### config.mk
export PLATFORM = sky130hd
export DESIGN_NAME = tlv_packet_deframer_core
export DESIGN_NICKNAME = d
export VERILOG_FILES = /design/src/design/tlvd_pkg.sv /design/src/design/tlvd_cfg_regs.sv /design/src/design/tlvd_parser.sv /design/src/design/tlvd_out_reg.sv /design/src/design/tlv_packet_deframer_core.sv
export SDC_FILE = /design/constraint.sdc
export NUM_CORES = 1
export LEC_CHECK = 0
export BUFFER_PORTS_ARGS = -buffer_cell sky130_fd_sc_hd__buf_2
export CORE_MARGIN = 2
export CORE_UTILIZATION = 45
export CTS_CLUSTER_SIZE = 10
export DETAILED_ROUTE_END_ITERATION = 8
export HOLD_SLACK_MARGIN = 0.15
export MAX_ROUTING_LAYER = met4
export PLACE_DENSITY_LB_ADDON = 0.15
export SLEW_MARGIN = 0
export SYNTH_ARGS = -nofsm -noshare
export SYNTH_HDL_FRONTEND = slang
export SYNTH_SLANG_ARGS = --single-unit
### constraint.sdc
create_clock -name clk -period 6 [get_ports clk]
set_clock_uncertainty 0.1 [all_clocks]
set_input_delay 1.2 -clock clk [delete_from_list [all_inputs] [get_ports clk]]
set_output_delay 1.2 -clock clk [all_outputs]
set_load 0.05 [all_outputs]
### src/design/tlvd_pkg.sv
`timescale 1ns / 1ps
`default_nettype none

package tlvd_pkg;

    // Result kinds
    localparam logic [1:0] KIND_PAYLOAD = 2'd0;
    localparam logic [1:0] KIND_EMPTY   = 2'd1;
    localparam logic [1:0] KIND_ERROR   = 2'd2;

    // Error codes
    localparam logic [1:0] ERR_TOO_LONG   = 2'd0;
    localparam logic [1:0] ERR_BAD_TYPE   = 2'd1;
    localparam logic [1:0] ERR_BAD_LENGTH = 2'd2;

    // Configuration register indexes
    localparam logic [2:0] CFG_MAX_FRAME = 3'd0;
    localparam logic [2:0] CFG_MAX_TEXT  = 3'd1;
    localparam logic [2:0] CFG_KEYSTROKE = 3'd2;
    localparam logic [2:0] CFG_PARAMS    = 3'd3;
    localparam logic [2:0] CFG_ROUND     = 3'd4;

    // Register reset values
    localparam logic [15:0] RST_MAX_FRAME = 16'd1000;
    localparam logic [9:0]  RST_MAX_TEXT  = 10'd900;
    localparam logic [9:0]  RST_KEYSTROKE = 10'd8;
    localparam logic [9:0]  RST_PARAMS    = 10'd16;
    localparam logic [9:0]  RST_ROUND     = 10'd8;

    typedef struct packed {
        logic [15:0] max_frame_length;
        logic [9:0]  max_text_length;
        logic [9:0]  keystroke_length;
        logic [9:0]  params_length;
        logic [9:0]  round_length;
    } cfg_t;

    typedef struct packed {
        logic [1:0] kind;
        logic [3:0] msg_type;
        logic [7:0] payload_byte;
        logic       last_byte;
        logic [1:0] error_code;
    } result_t;

endpackage

`default_nettype wire

### src/design/tlvd_cfg_regs.sv
`timescale 1ns / 1ps
`default_nettype none

module tlvd_cfg_regs
    import tlvd_pkg::*;
(
    input  wire logic        clk,
    input  wire logic        rst_n,
    input  wire logic        wr_en,
    input  wire logic [2:0]  wr_index,
    input  wire logic [15:0] wr_data,
    output cfg_t             cfg
);

    cfg_t cfg_reg;
    cfg_t cfg_next;

    always_comb
    begin
        cfg_next = cfg_reg;
        if (wr_en)
        begin
            unique case (wr_index)
                CFG_MAX_FRAME: cfg_next.max_frame_length = wr_data;
                CFG_MAX_TEXT:  cfg_next.max_text_length  = wr_data[9:0];
                CFG_KEYSTROKE: cfg_next.keystroke_length = wr_data[9:0];
                CFG_PARAMS:    cfg_next.params_length    = wr_data[9:0];
                CFG_ROUND:     cfg_next.round_length     = wr_data[9:0];
                default:       cfg_next = cfg_reg;
            endcase
        end
    end

    always_ff @(posedge clk or negedge rst_n)
    begin
        if (!rst_n)
        begin
            cfg_reg.max_frame_length <= RST_MAX_FRAME;
            cfg_reg.max_text_length  <= RST_MAX_TEXT;
            cfg_reg.keystroke_length <= RST_KEYSTROKE;
            cfg_reg.params_length    <= RST_PARAMS;
            cfg_reg.round_length     <= RST_ROUND;
        end
        else
        begin
            cfg_reg <= cfg_next;
        end
    end

    assign cfg = cfg_reg;

endmodule

`default_nettype wire

### src/design/tlvd_parser.sv
`timescale 1ns / 1ps
`default_nettype none

module tlvd_parser
    import tlvd_pkg::*;
(
    input  wire logic       clk,
    input  wire logic       rst_n,
    input  wire cfg_t       cfg,
    input  wire logic       step,
    input  wire logic [7:0] in_byte,
    output logic            res_valid,
    output result_t         res
);

    localparam logic [1:0] HDR_TYPE   = 2'd0;
    localparam logic [1:0] HDR_LEN_HI = 2'd1;
    localparam logic [1:0] HDR_LEN_LO = 2'd2;
    localparam logic [1:0] HDR_RSVD   = 2'd3;

    localparam logic [3:0] T_M = 4'd0;
    localparam logic [3:0] T_F = 4'd1;
    localparam logic [3:0] T_R = 4'd2;
    localparam logic [3:0] T_S = 4'd3;
    localparam logic [3:0] T_G = 4'd4;
    localparam logic [3:0] T_K = 4'd5;
    localparam logic [3:0] T_O = 4'd6;
    localparam logic [3:0] T_T = 4'd7;
    localparam logic [3:0] T_H = 4'd8;
    localparam logic [3:0] T_A = 4'd9;
    localparam logic [3:0] T_Q = 4'd10;
    localparam logic [3:0] T_P = 4'd11;
    localparam logic [3:0] T_U = 4'd12;

    localparam logic [15:0] WORD_LEN = 16'd4;

    // Returns {known, code}
    function automatic logic [4:0] decode_type(input logic [7:0] ch);
        logic [4:0] r;
        unique case (ch)
            8'h4D:   r = {1'b1, T_M};
            8'h46:   r = {1'b1, T_F};
            8'h52:   r = {1'b1, T_R};
            8'h53:   r = {1'b1, T_S};
            8'h47:   r = {1'b1, T_G};
            8'h4B:   r = {1'b1, T_K};
            8'h4F:   r = {1'b1, T_O};
            8'h54:   r = {1'b1, T_T};
            8'h48:   r = {1'b1, T_H};
            8'h41:   r = {1'b1, T_A};
            8'h51:   r = {1'b1, T_Q};
            8'h50:   r = {1'b1, T_P};
            8'h55:   r = {1'b1, T_U};
            default: r = 5'd0;
        endcase
        return r;
    endfunction

    function automatic logic is_text(input logic [3:0] code);
        return (code == T_M) || (code == T_G) || (code == T_U);
    endfunction

    logic        link_down_reg,  link_down_next;
    logic [1:0]  header_idx_reg, header_idx_next;
    logic        in_payload_reg, in_payload_next;
    logic [3:0]  type_code_reg,  type_code_next;
    logic        type_valid_reg, type_valid_next;
    logic [15:0] frame_len_reg,  frame_len_next;
    logic [15:0] bytes_left_reg, bytes_left_next;

    logic [4:0]  decoded;
    logic        len_ok;
    logic        last;

    assign decoded = decode_type(in_byte);
    assign last    = (bytes_left_reg == 16'd1);

    always_comb
    begin
        unique case (type_code_reg)
            T_M, T_G, T_U:
                len_ok = (frame_len_reg != 16'd0)
                      && (frame_len_reg <= {6'd0, cfg.max_text_length});
            T_F, T_T, T_H, T_A, T_Q:
                len_ok = (frame_len_reg == WORD_LEN);
            T_R, T_S:
                len_ok = (frame_len_reg == 16'd0);
            T_K:
                len_ok = (frame_len_reg == {6'd0, cfg.keystroke_length});
            T_O:
                len_ok = (frame_len_reg == {6'd0, cfg.round_length});
            T_P:
                len_ok = (frame_len_reg == {6'd0, cfg.params_length});
            default:
                len_ok = 1'b0;
        endcase
    end

    always_comb
    begin
        link_down_next  = link_down_reg;
        header_idx_next = header_idx_reg;
        in_payload_next = in_payload_reg;
        type_code_next  = type_code_reg;
        type_valid_next = type_valid_reg;
        frame_len_next  = frame_len_reg;
        bytes_left_next = bytes_left_reg;
        res_valid       = 1'b0;
        res             = '0;

        if (step && !link_down_reg)
        begin
            if (in_payload_reg)
            begin
                res_valid        = 1'b1;
                res.kind         = KIND_PAYLOAD;
                res.msg_type     = type_code_reg;
                res.payload_byte = (last && is_text(type_code_reg)) ? 8'd0 : in_byte;
                res.last_byte    = last;
                bytes_left_next  = bytes_left_reg - 16'd1;
                if (last)
                begin
                    in_payload_next = 1'b0;
                    header_idx_next = HDR_TYPE;
                end
            end
            else
            begin
                unique case (header_idx_reg)
                    HDR_TYPE:
                    begin
                        type_valid_next = decoded[4];
                        type_code_next  = decoded[3:0];
                        header_idx_next = HDR_LEN_HI;
                    end
                    HDR_LEN_HI:
                    begin
                        frame_len_next  = {in_byte, 8'd0};
                        header_idx_next = HDR_LEN_LO;
                    end
                    HDR_LEN_LO:
                    begin
                        frame_len_next  = {frame_len_reg[15:8], in_byte};
                        header_idx_next = HDR_RSVD;
                    end
                    HDR_RSVD:
                    begin
                        // Reserved byte ignored; header complete, run the checks
                        header_idx_next = HDR_TYPE;
                        res.msg_type    = type_code_reg;
                        priority if (frame_len_reg > cfg.max_frame_length)
                        begin
                            res_valid      = 1'b1;
                            res.kind       = KIND_ERROR;
                            res.error_code = ERR_TOO_LONG;
                            link_down_next = 1'b1;
                        end
                        else if (!type_valid_reg)
                        begin
                            res_valid      = 1'b1;
                            res.kind       = KIND_ERROR;
                            res.error_code = ERR_BAD_TYPE;
                            link_down_next = 1'b1;
                        end
                        else if (!len_ok)
                        begin
                            res_valid      = 1'b1;
                            res.kind       = KIND_ERROR;
                            res.error_code = ERR_BAD_LENGTH;
                            link_down_next = 1'b1;
                        end
                        else if (frame_len_reg == 16'd0)
                        begin
                            res_valid = 1'b1;
                            res.kind  = KIND_EMPTY;
                        end
                        else
                        begin
                            in_payload_next = 1'b1;
                            bytes_left_next = frame_len_reg;
                        end
                    end
                    default:
                    begin
                        header_idx_next = HDR_TYPE;
                    end
                endcase
            end
        end
    end

    always_ff @(posedge clk or negedge rst_n)
    begin
        if (!rst_n)
        begin
            link_down_reg  <= 1'b0;
            header_idx_reg <= HDR_TYPE;
            in_payload_reg <= 1'b0;
            type_code_reg  <= 4'd0;
            type_valid_reg <= 1'b0;
            frame_len_reg  <= 16'd0;
            bytes_left_reg <= 16'd0;
        end
        else
        begin
            link_down_reg  <= link_down_next;
            header_idx_reg <= header_idx_next;
            in_payload_reg <= in_payload_next;
            type_code_reg  <= type_code_next;
            type_valid_reg <= type_valid_next;
            frame_len_reg  <= frame_len_next;
            bytes_left_reg <= bytes_left_next;
        end
    end

    a_error_latches: assert property (@(posedge clk) disable iff (!rst_n)
        (res_valid && res.kind == KIND_ERROR) |=> link_down_reg)
        else $error("error result did not latch the disconnected state");

    a_silent_when_down: assert property (@(posedge clk) disable iff (!rst_n)
        link_down_reg |-> !res_valid)
        else $error("result produced while disconnected");

    a_payload_count: assert property (@(posedge clk) disable iff (!rst_n)
        in_payload_reg |-> (bytes_left_reg != 16'd0))
        else $error("payload phase with no bytes left");

    a_last_is_payload: assert property (@(posedge clk) disable iff (!rst_n)
        (res_valid && res.last_byte) |-> (res.kind == KIND_PAYLOAD))
        else $error("last marker on a non-payload result");

endmodule

`default_nettype wire

### src/design/tlvd_out_reg.sv
`timescale 1ns / 1ps
`default_nettype none

module tlvd_out_reg
    import tlvd_pkg::*;
(
    input  wire logic    clk,
    input  wire logic    rst_n,
    input  wire logic    load,
    input  wire result_t din,
    output logic         space,
    output logic         valid,
    input  wire logic    ready,
    output result_t      dout
);

    logic    valid_reg, valid_next;
    result_t data_reg;

    assign space = !valid_reg || ready;

    always_comb
    begin
        valid_next = valid_reg;
        if (load)
        begin
            valid_next = 1'b1;
        end
        else if (ready)
        begin
            valid_next = 1'b0;
        end
    end

    always_ff @(posedge clk or negedge rst_n)
    begin
        if (!rst_n)
        begin
            valid_reg <= 1'b0;
        end
        else
        begin
            valid_reg <= valid_next;
        end
    end

    // Payload holds while stalled
    always_ff @(posedge clk)
    begin
        if (load)
        begin
            data_reg <= din;
        end
    end

    assign valid = valid_reg;
    assign dout  = data_reg;

endmodule

`default_nettype wire

### src/design/tlv_packet_deframer_core.sv
// Flow: a byte accepted is held in the input register until the result register has space;
//   its result, if any, is then loaded into the result register and offered on the master side.
// Throughput: one byte per cycle, set by the combinational header/payload step
//   between the input register and the result register; a held result stalls input.
// Reset: rst_n is asynchronous, active low; it reconnects the link, restarts header
//   collection and loads the configuration registers with their default values.
`timescale 1ns / 1ps
`default_nettype none

module tlv_packet_deframer_core
    import tlvd_pkg::*;
(
    input  wire logic        clk,
    input  wire logic        rst_n,

    input  wire logic        cfg_valid,
    output logic             cfg_ready,
    input  wire logic [2:0]  cfg_index,
    input  wire logic [15:0] cfg_data,

    input  wire logic        s_axis_tvalid,
    output logic             s_axis_tready,
    input  wire logic [7:0]  s_axis_tdata,   // [7:0] rx_byte

    output logic             m_axis_tvalid,
    input  wire logic        m_axis_tready,
    output logic [15:0]      m_axis_tdata,   // [7:0] payload_byte, [9:8] error_code, rest 0
    output logic             m_axis_tlast,   // last_byte
    output logic [5:0]       m_axis_tuser    // [1:0] kind, [5:2] msg_type
);

    cfg_t       cfg;
    logic       in_valid_reg, in_valid_next;
    logic [7:0] in_byte_reg;
    logic       space;
    logic       step;
    logic       res_valid;
    result_t    res;
    result_t    out_res;

    assign cfg_ready = 1'b1;

    tlvd_cfg_regs u_cfg (
        .clk      (clk),
        .rst_n    (rst_n),
        .wr_en    (cfg_valid),
        .wr_index (cfg_index),
        .wr_data  (cfg_data),
        .cfg      (cfg)
    );

    // Advance the input register whenever the result register can take the outcome
    assign step          = in_valid_reg && space;
    assign s_axis_tready = !in_valid_reg || space;

    always_comb
    begin
        in_valid_next = in_valid_reg;
        if (s_axis_tvalid && s_axis_tready)
        begin
            in_valid_next = 1'b1;
        end
        else if (step)
        begin
            in_valid_next = 1'b0;
        end
    end

    always_ff @(posedge clk or negedge rst_n)
    begin
        if (!rst_n)
        begin
            in_valid_reg <= 1'b0;
        end
        else
        begin
            in_valid_reg <= in_valid_next;
        end
    end

    always_ff @(posedge clk)
    begin
        if (s_axis_tvalid && s_axis_tready)
        begin
            in_byte_reg <= s_axis_tdata;
        end
    end

    tlvd_parser u_parser (
        .clk       (clk),
        .rst_n     (rst_n),
        .cfg       (cfg),
        .step      (step),
        .in_byte   (in_byte_reg),
        .res_valid (res_valid),
        .res       (res)
    );

    tlvd_out_reg u_out (
        .clk   (clk),
        .rst_n (rst_n),
        .load  (res_valid),
        .din   (res),
        .space (space),
        .valid (m_axis_tvalid),
        .ready (m_axis_tready),
        .dout  (out_res)
    );

    assign m_axis_tdata = {6'd0, out_res.error_code, out_res.payload_byte};
    assign m_axis_tlast = out_res.last_byte;
    assign m_axis_tuser = {out_res.msg_type, out_res.kind};

endmodule

`default_nettype wire
Word-level counts from Yosys, hierarchy flattened
Index checks and enable logic that the tools add are counted.
{ "word_totals": {"ff_bits": 124, "output_inout_bits": 26, "latchBits": 0, "inputBits": 32, "wordCells": 157, "mem_bits_rw": 0, "romBits": 0, "memories": 0} }
{ "classes": {"n_bitwise": 6, "reduce_logical": 43, "n_div": 0, "eq_ne": 41, "mul": 0, "n_mux": 41, "n_shift": 0, "addsub": 1, "n_lt_le_gt_ge": 2} }
{ "ops": {"columns": ["op", "n"], "rows": [
  ["$eq 8x7->1 const B", 13],
  ["$mux 16", 6],
  ["$pmux 5 s13", 1],
  ["$eq 16x10->1", 3],
  ["$pmux 16 s2", 1],
  ["$mux 1", 23],
  ["$eq 4x4->1 const B", 5],
  ["$eq 16x1->1 const B", 1],
  ["$eq 16x3->1 const B", 1],
  ["$eq 4x3->1 const B", 4],
  ["$gt 16x16->1", 1],
  ["$le 16x10->1", 1],
  ["$logic_not 16->1", 1],
  ["$reduce_bool 16->1", 1],
  ["$sub 16x1->16 const B", 1],
  ["$reduce_and 2->1", 7],
  ["$mux 2", 6],
  ["$reduce_bool 2->1", 6],
  ["$reduce_or 5->1", 2],
  ["$reduce_or 3->1", 3],
  ["$eq 4x2->1 const B", 2],
  ["$mux 4", 2],
  ["$pmux 2 s4", 1],
  ["$reduce_and 4->1", 2],
  ["other kinds (22)", 40]
]} }

Longest topological paths before layout
Gate-level depths: netlist of the first run.
{ "depth": {"depth_word": 10, "ltp_mapped": 12, "mapped_depth_nobuf": 11} }

Cells and area by module
From an unflattened synthesis of the first run, not the netlist that was laid out.
{ "hier_totals": {"hier_cells": 650, "hier_area_um2": 6921.6} }
{ "modules_own_cells": {"columns": ["mod", "n_inst", "cells_each", "area_per_inst_um2", "seq_area_each_um2"], "rows": [
  ["tlvd_parser", 1, 486, 3856.2, 1026.0],
  ["tlvd_cfg_regs", 1, 122, 2147.1, 1417.6],
  ["tlvd_out_reg", 1, 20, 558.0, 535.5],
  ["tlv_packet_deframer_core", 1, 22, 360.3, 265.3]
]} }

Worst setup path before layout of the first run
Ideal clock, no wire load.
{ "synth_path": {"path_kind": "input to register", "from": "input m_axis_tready", "to": "register u_out.data_reg (netlist bit u_out.dout[0]) (enable)", "t_arrival_ns": 2.921, "cell_stages": 5, "n_path_buf": 0, "setup_ns": 0.390, "required_ns": 5.510, "setup_slack_ns": 2.589, "path_cell_list": "nor2b_1 -> nor3b_1 -> nand2_1 -> nor4b_1 -> nor2_1"} }
{ "synth_between": {"elab_chain_cells": 4} }
{ "synth_rtl": {"columns": ["element", "line_no", "rtl"], "rows": [
  ["start: declaration", "tlv_packet_deframer_core.sv:26", "input wire logic m_axis_tready,"],
  ["$logic_or 1x1->1", "tlvd_out_reg.sv:20", "assign space = !valid_reg || ready;"],
  ["$logic_and 1x1->1", "tlv_packet_deframer_core.sv:53", "assign step = in_valid_reg && space;"],
  ["$logic_and 1x1->1", "tlvd_parser.sv:111", "if (step && !link_down_reg)"],
  ["$mux 1", "tlvd_parser.sv:111", null],
  ["via res_valid", "tlv_packet_deframer_core.sv:37", "logic res_valid;"],
  ["end signal: assignment", "tlvd_out_reg.sv:52", "data_reg <= din;"],
  ["end: declaration", "tlvd_out_reg.sv:18", "result_t data_reg;"]
]} }
The timed path passes the listed nets, and every way through them passes these cells.
A chain may end at the register's enable or synchronous reset.

Worst setup path after layout of the first run
{ "layout_path": {"from": "register u_parser.type_code_reg[0]", "to": "register u_parser.bytes_left_reg[13]"} }
{ "layout_between": {"elab_chain_cells": 5, "word_cells_on_any_way": 19, "cone_classes": "12 x eq/ne; 1 x mux; 6 x reduce/logical"} }
{ "layout_rtl": {"columns": ["element", "line_no", "rtl"], "rows": [
  ["start: declaration", "tlvd_parser.sv:66", "logic [3:0] type_code_reg, type_code_next;"],
  ["start signal: assignment", "tlvd_parser.sv:209", "type_code_reg <= type_code_next;"],
  ["$eq 4x1->1 (tied with other cells)", "tlvd_parser.sv:80", "unique case (type_code_reg)"],
  ["$reduce_or 5->1 (tied with other cells)", "tlvd_parser.sv:80", null],
  ["$pmux 1 s6 (*)", "tlvd_parser.sv:80", null],
  ["$reduce_bool 2->1 (no line) (*)", null, null],
  ["$reduce_and 6->1 (no line) (*)", null, null],
  ["end signal: assignment", "tlvd_parser.sv:212", "bytes_left_reg <= bytes_left_next;"],
  ["end: declaration", "tlvd_parser.sv:69", "logic [15:0] bytes_left_reg, bytes_left_next;"]
]} }
Every way passes the cells marked *; elsewhere a longest branch is shown, timed or not.

==> reports/qor_table.md, run 1 <==
| Group | Item | This run |
|:---|:---|:---|
| sta | Setup_tns | 0 ns |
| setup path | Startpoint of the worst-slack reg-to-reg timing path | u_parser.type_code_reg[0] |
| setup path | Top cell family by delay on the critical path | simple AND/OR/NAND/NOR gates |
| sta | Max-slew violations | 0 |
| detailed routing | Total detailed-routing wirelength | 16,100 microns |
| place | Number of input and output port buffers inserted | 50 |
| cts | H-tree levels | 4 |
| place | Hpwl dp | 11,300 microns |
| worst hold path | Hold WC Path Type | reg2reg |
| setup path | Slowest library cell on the worst path | sky130_fd_sc_hd__dfrtp_1 |
| yosys | Top post-synthesis cells by area | sky130_fd_sc_hd__dfrtp_1, sky130_fd_sc_hd__edfxtp_1, sky130_fd_sc_hd__ha_1 |
| cts | Clock buffer depth | 2 |
| cts | Skew-Pair Late Insertion Delay | 0.42 ns |
| floorplanning | Die area | 0.0157 sq mm |
| setup path | Worst EP required | 6.20 ns |
| sta | Setup repair after global routing missed its margin | no |
| cells and area | Layout-stage area growth over the synthesis result | 14.5% |
| detailed routing | Number of DRC markers after the initial detailed-route iteration | 366 |
| yosys | Number of enable-type register cells in the synthesized netlist | 25 |
| cells and area | Final cell area excluding filler cells | 0.00759 sq mm |
| setup path | Worst R2R Setup Slack | 2.12 ns |
| setup path | CP Launch Point | u_parser.type_code_reg[0] |
| global route | Overflow left after global routing | 0 |
| global route | Global-route wire length before repair | 26,200 microns |
| power | Leakage | 3.27 nW |
| yosys | Commonest register cell after synthesis | sky130_fd_sc_hd__dfrtp_1 |
| global route | Overall routing resource usage | 22.0% |
| setup path | R2R Path End | u_parser.bytes_left_reg[13] |
| setup path | Data arrival, critical path | 4.08 ns |
| setup path | Count of cells along the worst register-to-register path | 9 |
| yosys | Cell area after synthesis | 0.00663 sq mm |
| sta | Fin. Hold Viols | 0 |
| yosys | Number of library cell types mapped by synthesis | 65 |
| setup path | Worst setup path category | reg2reg |
| setup path | Kind of end point of the critical path | flip-flop |
| cts | Clock-pin slew on the worst setup and hold paths | 0.06 ns |
| setup path | Largest fanout on the critical path | 15 |
| floorplanning | Number of top-level pins | 58 |
| setup path | Last element of the critical path | u_parser.bytes_left_reg[13] |
| cells and area | Max reg flops | 56 |
| yosys | Flop and latch count out of synthesis | 124 |
| cells and area | Final Net Count | 771 |
| floorplanning | Starting utilization of the core area | 45.8% |
| sta | Portion of the clock cycle consumed by the worst path in the final layout | 64.7% |
| sta | Remaining max-slew budget at the tightest pin | 23.7% |
| outcome | Status | finished, final reports clean |
| yosys | Number of standard cells after synthesis | 663 |
| global route | Initial antenna violation count | 0 |
| sta | Fmax | 258 MHz |
| place | Routability cong. | 0.855 |
| yosys | Post-synth ARST share | 79.8% |
| detailed routing | Routed wire length per instance | 17.8 microns |
| yosys | Average size of a mapped cell | 10.0 sq um |
| yosys | Portion of the post-synthesis area used by sequential elements | 48.9% |
| floorplanning | Overall die width | 125 microns |
| floorplanning | Core Region | 0.0145 sq mm |
| cts | Clock Tree Root | sky130_fd_sc_hd__clkbuf_16 |
| global route | Via count of the first global-routing pass | 4,921 |
| sta | Final min period | 3.88 ns |
| setup path | Total stage count of the critical path | 9 |
| place | Cell area reported after detailed placement | 0.00698 sq mm |
| setup path | Number of buffer and inverter instances along the worst setup path | 0 |
| setup path | Max incr delay on CP | 0.62 ns |
| setup path | CP Cell Sequence | nor2b_1, a22oi_1, nor2_1, o21ai_0, a2111o_1, nor4_2, o211ai_2, and2_1, a211o_1 |
| sta | Slew at the pin with the worst max-slew slack | 1.14 ns |
| flow run | Max cap viols | 0 |
| cells and area | Antenna diode count | 0 |
| detailed routing | Total number of vias | 5,160 |
| power | Power per standard cell area | 425 mW/mm^2 |
| detailed routing | Number of nets still failing antenna checks after routing | 0 |
| cts | Number of buffers inserted to repair setup after CTS | 0 |
| place | Number of placed instances, taps included | 872 |
| yosys | Dominant cell type by area after synthesis | sky130_fd_sc_hd__dfrtp_1 |
| cts | Number of buffers inserted by hold repair at cts | 0 |
| cells and area | Fin cells | 904 |
| yosys | Count of yosys warnings during synthesis | 0 |
| sta | Worst hold slack after final layout | 0.404 ns |
| cells and area | Number of fillers in the final layout | 1,313 |
| sta | Final setup viols | 0 |
| cts | Cts bufs inserted | 17 |
| cts | CTS resizes | 0 |
| cts | TritonCTS clock tree | built |
| floorplanning | Number of placement rows | 44 |
| setup path | Startpoint kind of the worst setup timing path | flip-flop |
| floorplanning | Height of the chip | 125 microns |
| cells and area | Proportion of layout cells with a drive suffix above 1 | 19.3% |
| power | Maximum resistive drop on vdd | 0.227 mV |
| yosys | Synth top area share | 32.5% |
| detailed routing | Iteration count of the initial detailed-routing pass | 5 |
| detailed routing | Vias per cell | 5.71 |
| global route | Pin count of the biggest net entering global routing | 54 |
| detailed routing | DRC violation count after routing | 0 |
| cts | Clock sink count | 124 |
## where the power goes
part	switching (mW)	internal, mW
Combinational	0.580	0.322
Clock	0.392	0.664
Sequential	0.181	1.08
Total	1.15	2.07
## worst min-delay path by stage
| stage | from | end | slack (ns) | cells after the start |
|---|---|---|---|---|
| 2_1_floorplan | u_parser.link_down_reg | u_parser.link_down_reg | 0.36 | 1 |
| 3_3_place_gp | u_parser.link_down_reg | u_parser.link_down_reg | 0.38 | 1 |
| 3_5_place_dp | u_parser.link_down_reg | u_parser.link_down_reg | 0.38 | 1 |
| 4_1_cts | u_parser.link_down_reg | u_parser.link_down_reg | 0.40 | 1 |
| 5_1_grt | u_cfg.cfg[7] | u_cfg.cfg[7] | 0.43 | 1 |
| 6_report | u_parser.link_down_reg | u_parser.link_down_reg | 0.40 | 1 |
## metrics by stage
step	power, mW	setup slack [ns]	util, %
2_1_floorplan	1.91	2.59	-
3_3_place_gp	2.14	2.31	48.2
3_5_place_dp	2.18	2.17	48.2
4_1_cts	3.24	2.16	52.4
5_1_grt	3.41	1.84	52.4
6_report	3.22	2.12	52.4
## Yosys cell counts, types with 4 or more instances
master and n:
sky130_fd_sc_hd__nand2_1 89, sky130_fd_sc_hd__dfrtp_1 86, sky130_fd_sc_hd__o21ai_0 58, sky130_fd_sc_hd__inv_1 39
sky130_fd_sc_hd__ha_1 32, sky130_fd_sc_hd__mux2_2 32, sky130_fd_sc_hd__a21oi_1 31, sky130_fd_sc_hd__nor2_1 31
sky130_fd_sc_hd__edfxtp_1 25, sky130_fd_sc_hd__clkbuf_1 20, sky130_fd_sc_hd__nor3_1 16, sky130_fd_sc_hd__and2_1 14
sky130_fd_sc_hd__dfstp_2 13, sky130_fd_sc_hd__nand2b_1 13, sky130_fd_sc_hd__nor2b_1 11, sky130_fd_sc_hd__nand4_1 10
sky130_fd_sc_hd__a22oi_1 9, sky130_fd_sc_hd__mux2i_1 9, sky130_fd_sc_hd__nand3_1 9, sky130_fd_sc_hd__o21ai_1 9
sky130_fd_sc_hd__buf_4 8, sky130_fd_sc_hd__or4_1 8, sky130_fd_sc_hd__xnor2_1 7, sky130_fd_sc_hd__o31ai_1 6
sky130_fd_sc_hd__or3_1 6, sky130_fd_sc_hd__a211o_1 4, sky130_fd_sc_hd__a22o_1 4
## final cells by class
cell class              instances  area [sq um]  share of cell area (%)
flip-flops and latches        124          3240                    42.8
multi-input cells             470          3070                    40.5
clock buffers                  18           439                    5.79
repair buffers                 54           283                    3.73
well taps                     184           230                    3.03
clock inverters                14           166                    2.19
inverters                      40           150                    1.98
## cells by family after synthesis
logic type,count (synthesis),synth area share (%)
compound gates,155,14.6
xor+xnor,9,1.19
fa+ha+maj,32,6.04
buf+inv,74,5.04
flops,124,48.9
mux,42,7.13
other cells,2,0.113
simple gates,225,16.9
## worst reg2reg max path, delay by kind of cell, from the launching register on
family | cells | cell delay [ns]
and+or+nand+nor | 4 | 1.60
AOI/OAI and AO/OA | 5 | 1.45
DFF | 1 | 0.62
## metal layers
metal,global-route usage [%],part of all wire (%),vias up
met1,29.4,46,2543
met5,-,0,-
met2,33.8,48,144
li1,-,-,2448
met4,6.67,1.7,0
met3,4.84,5.1,25
## placed cells by master (no fill, tap or decap), types with 4 or more instances in the layout
cell                        instances
sky130_fd_sc_hd__a211o_1            4
sky130_fd_sc_hd__a21oi_1           31
sky130_fd_sc_hd__a22o_1             4
sky130_fd_sc_hd__a22oi_1            9
sky130_fd_sc_hd__and2_1            14
sky130_fd_sc_hd__buf_2             49
sky130_fd_sc_hd__buf_4              5
sky130_fd_sc_hd__clkbuf_16         17
sky130_fd_sc_hd__conb_1             7
sky130_fd_sc_hd__dfrtp_1           86
sky130_fd_sc_hd__dfstp_2           13
sky130_fd_sc_hd__edfxtp_1          25
sky130_fd_sc_hd__ha_1              32
sky130_fd_sc_hd__inv_1             39
sky130_fd_sc_hd__mux2_2            32
sky130_fd_sc_hd__mux2i_1            9
sky130_fd_sc_hd__nand2_1           89
sky130_fd_sc_hd__nand2b_1          13
sky130_fd_sc_hd__nand3_1            9
sky130_fd_sc_hd__nand4_1           10
sky130_fd_sc_hd__nor2_1            31
sky130_fd_sc_hd__nor2b_1           11
sky130_fd_sc_hd__nor3_1            16
sky130_fd_sc_hd__o21ai_0           58
sky130_fd_sc_hd__o21ai_1            9
sky130_fd_sc_hd__o31ai_1            6
sky130_fd_sc_hd__or3_1              6
sky130_fd_sc_hd__or4_1              8
sky130_fd_sc_hd__xnor2_1            7
Power figures use the tool's default switching activity.
==> inputs of run 2 (changes only) <==
Clock period 6 ns to 3.95 ns, I/O delays scaled along.
==> run 2 against run 1 <==
Sequential share of layout area decreased by 0.40 points; highest routed layer unchanged; count of clock-buffer cells in the layout increased by 12; worst hold slack got worse by 0.089 ns; die area unchanged; utilization increased by 0.49 points; critical endpoint is now u_out.dout[6].
==> reports/qor_table.md, run 2 (synthesized netlist as in run 1, its figures left out) <==
| Group | Item | This run |
|:---|:---|:---|
| outcome | Status | finished, final reports clean |
| setup path | Top cell family by delay on the critical path | simple AND/OR/NAND/NOR gates |
| setup path | Kind of end point of the critical path | flip-flop |
| cts | Clock Tree Root | sky130_fd_sc_hd__clkbuf_16 |
| setup path | Max incr delay on CP | 0.49 ns |
| place | Routability cong. | 0.846 |
| cells and area | Final Net Count | 786 |
| detailed routing | DRC violation count after routing | 0 |
| floorplanning | Die area | 0.0157 sq mm |
| detailed routing | Total number of vias | 5,075 |
| cts | CTS resizes | 0 |
| detailed routing | Number of DRC markers after the initial detailed-route iteration | 344 |
| cells and area | Most common cell after layout, fill and taps aside | sky130_fd_sc_hd__nand2_1 |
| power | Leakage | 3.32 nW |
| cells and area | Antenna diode count | 0 |
| cells and area | Layout-stage area growth over the synthesis result | 15.5% |
| sta | Final setup viols | 0 |
| setup path | CP Cell Sequence | nor2b_1, a22oi_1, nor2_1, o21ai_0, a2111o_1, nor4_2, nor2_2, nor4b_1, nor2_1, buf_4 |
| sta | Fmax | 278 MHz |
| floorplanning | Number of top-level pins | 58 |
| global route | GR Util met1 | 28.7% |
| floorplanning | Number of placement rows | 44 |
| setup path | Count of cells along the worst register-to-register path | 10 |
| sta | Remaining max-slew budget at the tightest pin | 43.4% |
| global route | Met3 GRT Util | 5.69% |
| place | Cell area reported after detailed placement | 0.00709 sq mm |
| sta | Final min period | 3.59 ns |
| setup path | Startpoint kind of the worst setup timing path | flip-flop |
| setup path | R2R Path End | u_out.dout[6] |
| global route | Pin count of the biggest net entering global routing | 54 |
| cells and area | Final cell area excluding filler cells | 0.00766 sq mm |
| floorplanning | Height of the chip | 125 microns |
| cts | Cts bufs inserted | 17 |
| setup path | Number of buffer and inverter instances along the worst setup path | 1 |
| global route | Overall routing resource usage | 22.1% |
| cts | Clock sink count | 124 |
| setup path | Data arrival, critical path | 3.66 ns |
| sta | Setup repair after global routing missed its margin | no |
| setup path | CP Launch Point | u_parser.type_code_reg[1] |
| cts | Clock buffer depth | 2 |
| power | Maximum resistive drop on vdd | 0.352 mV |
| cells and area | Commonest cells after routing, fill and taps aside | sky130_fd_sc_hd__nand2_1, sky130_fd_sc_hd__dfrtp_1, sky130_fd_sc_hd__o21ai_0, sky130_fd_sc_hd__buf_2, sky130_fd_sc_hd__inv_1 |
| setup path | Worst EP required | 4.02 ns |
| detailed routing | Routed wire length per instance | 17.3 microns |
| cts | TritonCTS clock tree | built |
| cts | Number of buffers inserted to repair setup after CTS | 0 |
| sta | Fin. Hold Viols | 0 |
| sta | Setup_tns | 0 ns |
| cts | Skew-Pair Late Insertion Delay | 0.42 ns |
| global route | Initial antenna violation count | 0 |
| cts | H-tree levels | 4 |
| global route | Via count of the first global-routing pass | 5,076 |
| setup path | Largest fanout on the critical path | 13 |
| cells and area | Proportion of layout cells with a drive suffix above 1 | 19.7% |
| cells and area | Number of fillers in the final layout | 1,334 |
| setup path | Total stage count of the critical path | 10 |
| detailed routing | Iteration count of the initial detailed-routing pass | 5 |
| flow run | Max cap viols | 0 |
| sta | Portion of the clock cycle consumed by the worst path in the final layout | 90.9% |
| power | Total power consumption of the routed design | 4.84 mW |
| floorplanning | Starting utilization of the core area | 45.8% |
| global route | Overflow left after global routing | 0 |
| setup path | Top cell by count, worst path | sky130_fd_sc_hd__nor2_1 |
| setup path | Last element of the critical path | u_out.dout[6] |
| setup path | Worst setup path category | reg2reg |
| detailed routing | Vias per cell | 5.52 |
| global route | Global-route wire length before repair | 26,500 microns |
| power | Power per standard cell area | 632 mW/mm^2 |
| global route | Fraction of met2 tracks used by global routing | 34.3% |
| cells and area | Register area | 0.00324 sq mm |
| detailed routing | Total detailed-routing wirelength | 15,900 microns |
| detailed routing | Number of nets still failing antenna checks after routing | 0 |
| cts | Number of buffers inserted by hold repair at cts | 0 |
| place | Hpwl dp | 11,500 microns |
| sta | Slew at the pin with the worst max-slew slack | 0.846 ns |
| cells and area | Max reg flops | 56 |
| place | Number of input and output port buffers inserted | 50 |
| setup path | Worst R2R Setup Slack | 0.36 ns |
| floorplanning | Overall die width | 125 microns |
| sta | Max-slew violations | 0 |
| global route | Layer with the highest usage | met2 |
| worst hold path | Hold WC Path Type | in2async |
| floorplanning | Core Region | 0.0145 sq mm |
| setup path | Slowest library cell on the worst path | sky130_fd_sc_hd__nor4_2 |
| cells and area | Area of the multi-input gates | 0.00307 sq mm |
| setup path | Startpoint of the worst-slack reg-to-reg timing path | u_parser.type_code_reg[1] |
| cts | Clock-pin slew on the worst setup and hold paths | 0.05 ns |
| sta | Worst hold slack after final layout | 0.314 ns |
## run 2: cell types whose count changed in the layout (fill, tap and decap cells not counted), sizes merged
cell / before / now
buf: 54 / 69
bufinv: 3 / 2
clkbuf: 18 / 30
clkinv: 6 / 1
clkinvlp: 3 / 0
inv: 42 / 39
## run 2: area by class of cell
| type | instances | share of cell area [%] |
|---|---|---|
| clock inverters | 2 | 0.784 |
| multi-input cells | 470 | 40.1 |
| well taps | 184 | 3.01 |
| inverters | 40 | 1.96 |
| clock buffers | 30 | 6.58 |
| repair buffers | 69 | 5.16 |
| flip-flops and latches | 124 | 42.4 |
## run 2: routing by layer
| layer | share of wire, % | routed length, microns |
|---|---|---|
| met1 | 46 | 7360 |
| met2 | 48 | 7660 |
| met3 | 4.6 | 726 |
| met4 | 1.2 | 186 |
| met5 | 0 | 0 |
## run 2: metrics by stage
step	worst slack [ns]	utilization [%]	std cells
after detailed placement	0.437	49.0	887
after CTS	0.436	52.9	919
after floorplan	0.945	-	668
final	0.359	52.9	919
after global placement	0.566	49.0	887
after global routing	0.129	52.9	919
## run 2: power breakdown
part	internal, mW	switching (mW)	total, mW	leakage, nW
logic	0.523	0.937	1.46	1.62
clock network	0.979	0.533	1.51	0.271
registers	1.65	0.223	1.87	1.43
## run 2: how the worst min path moves through the flow
stage | to | slack [ns]
after detailed placement | u_parser.link_down_reg | 0.39
after global placement | u_parser.link_down_reg | 0.39
after floorplan | u_parser.link_down_reg | 0.36
after CTS | u_cfg.cfg[12] | 0.34
after global routing | u_parser.bytes_left_reg[7] | 0.37
final | u_cfg.cfg[12] | 0.31
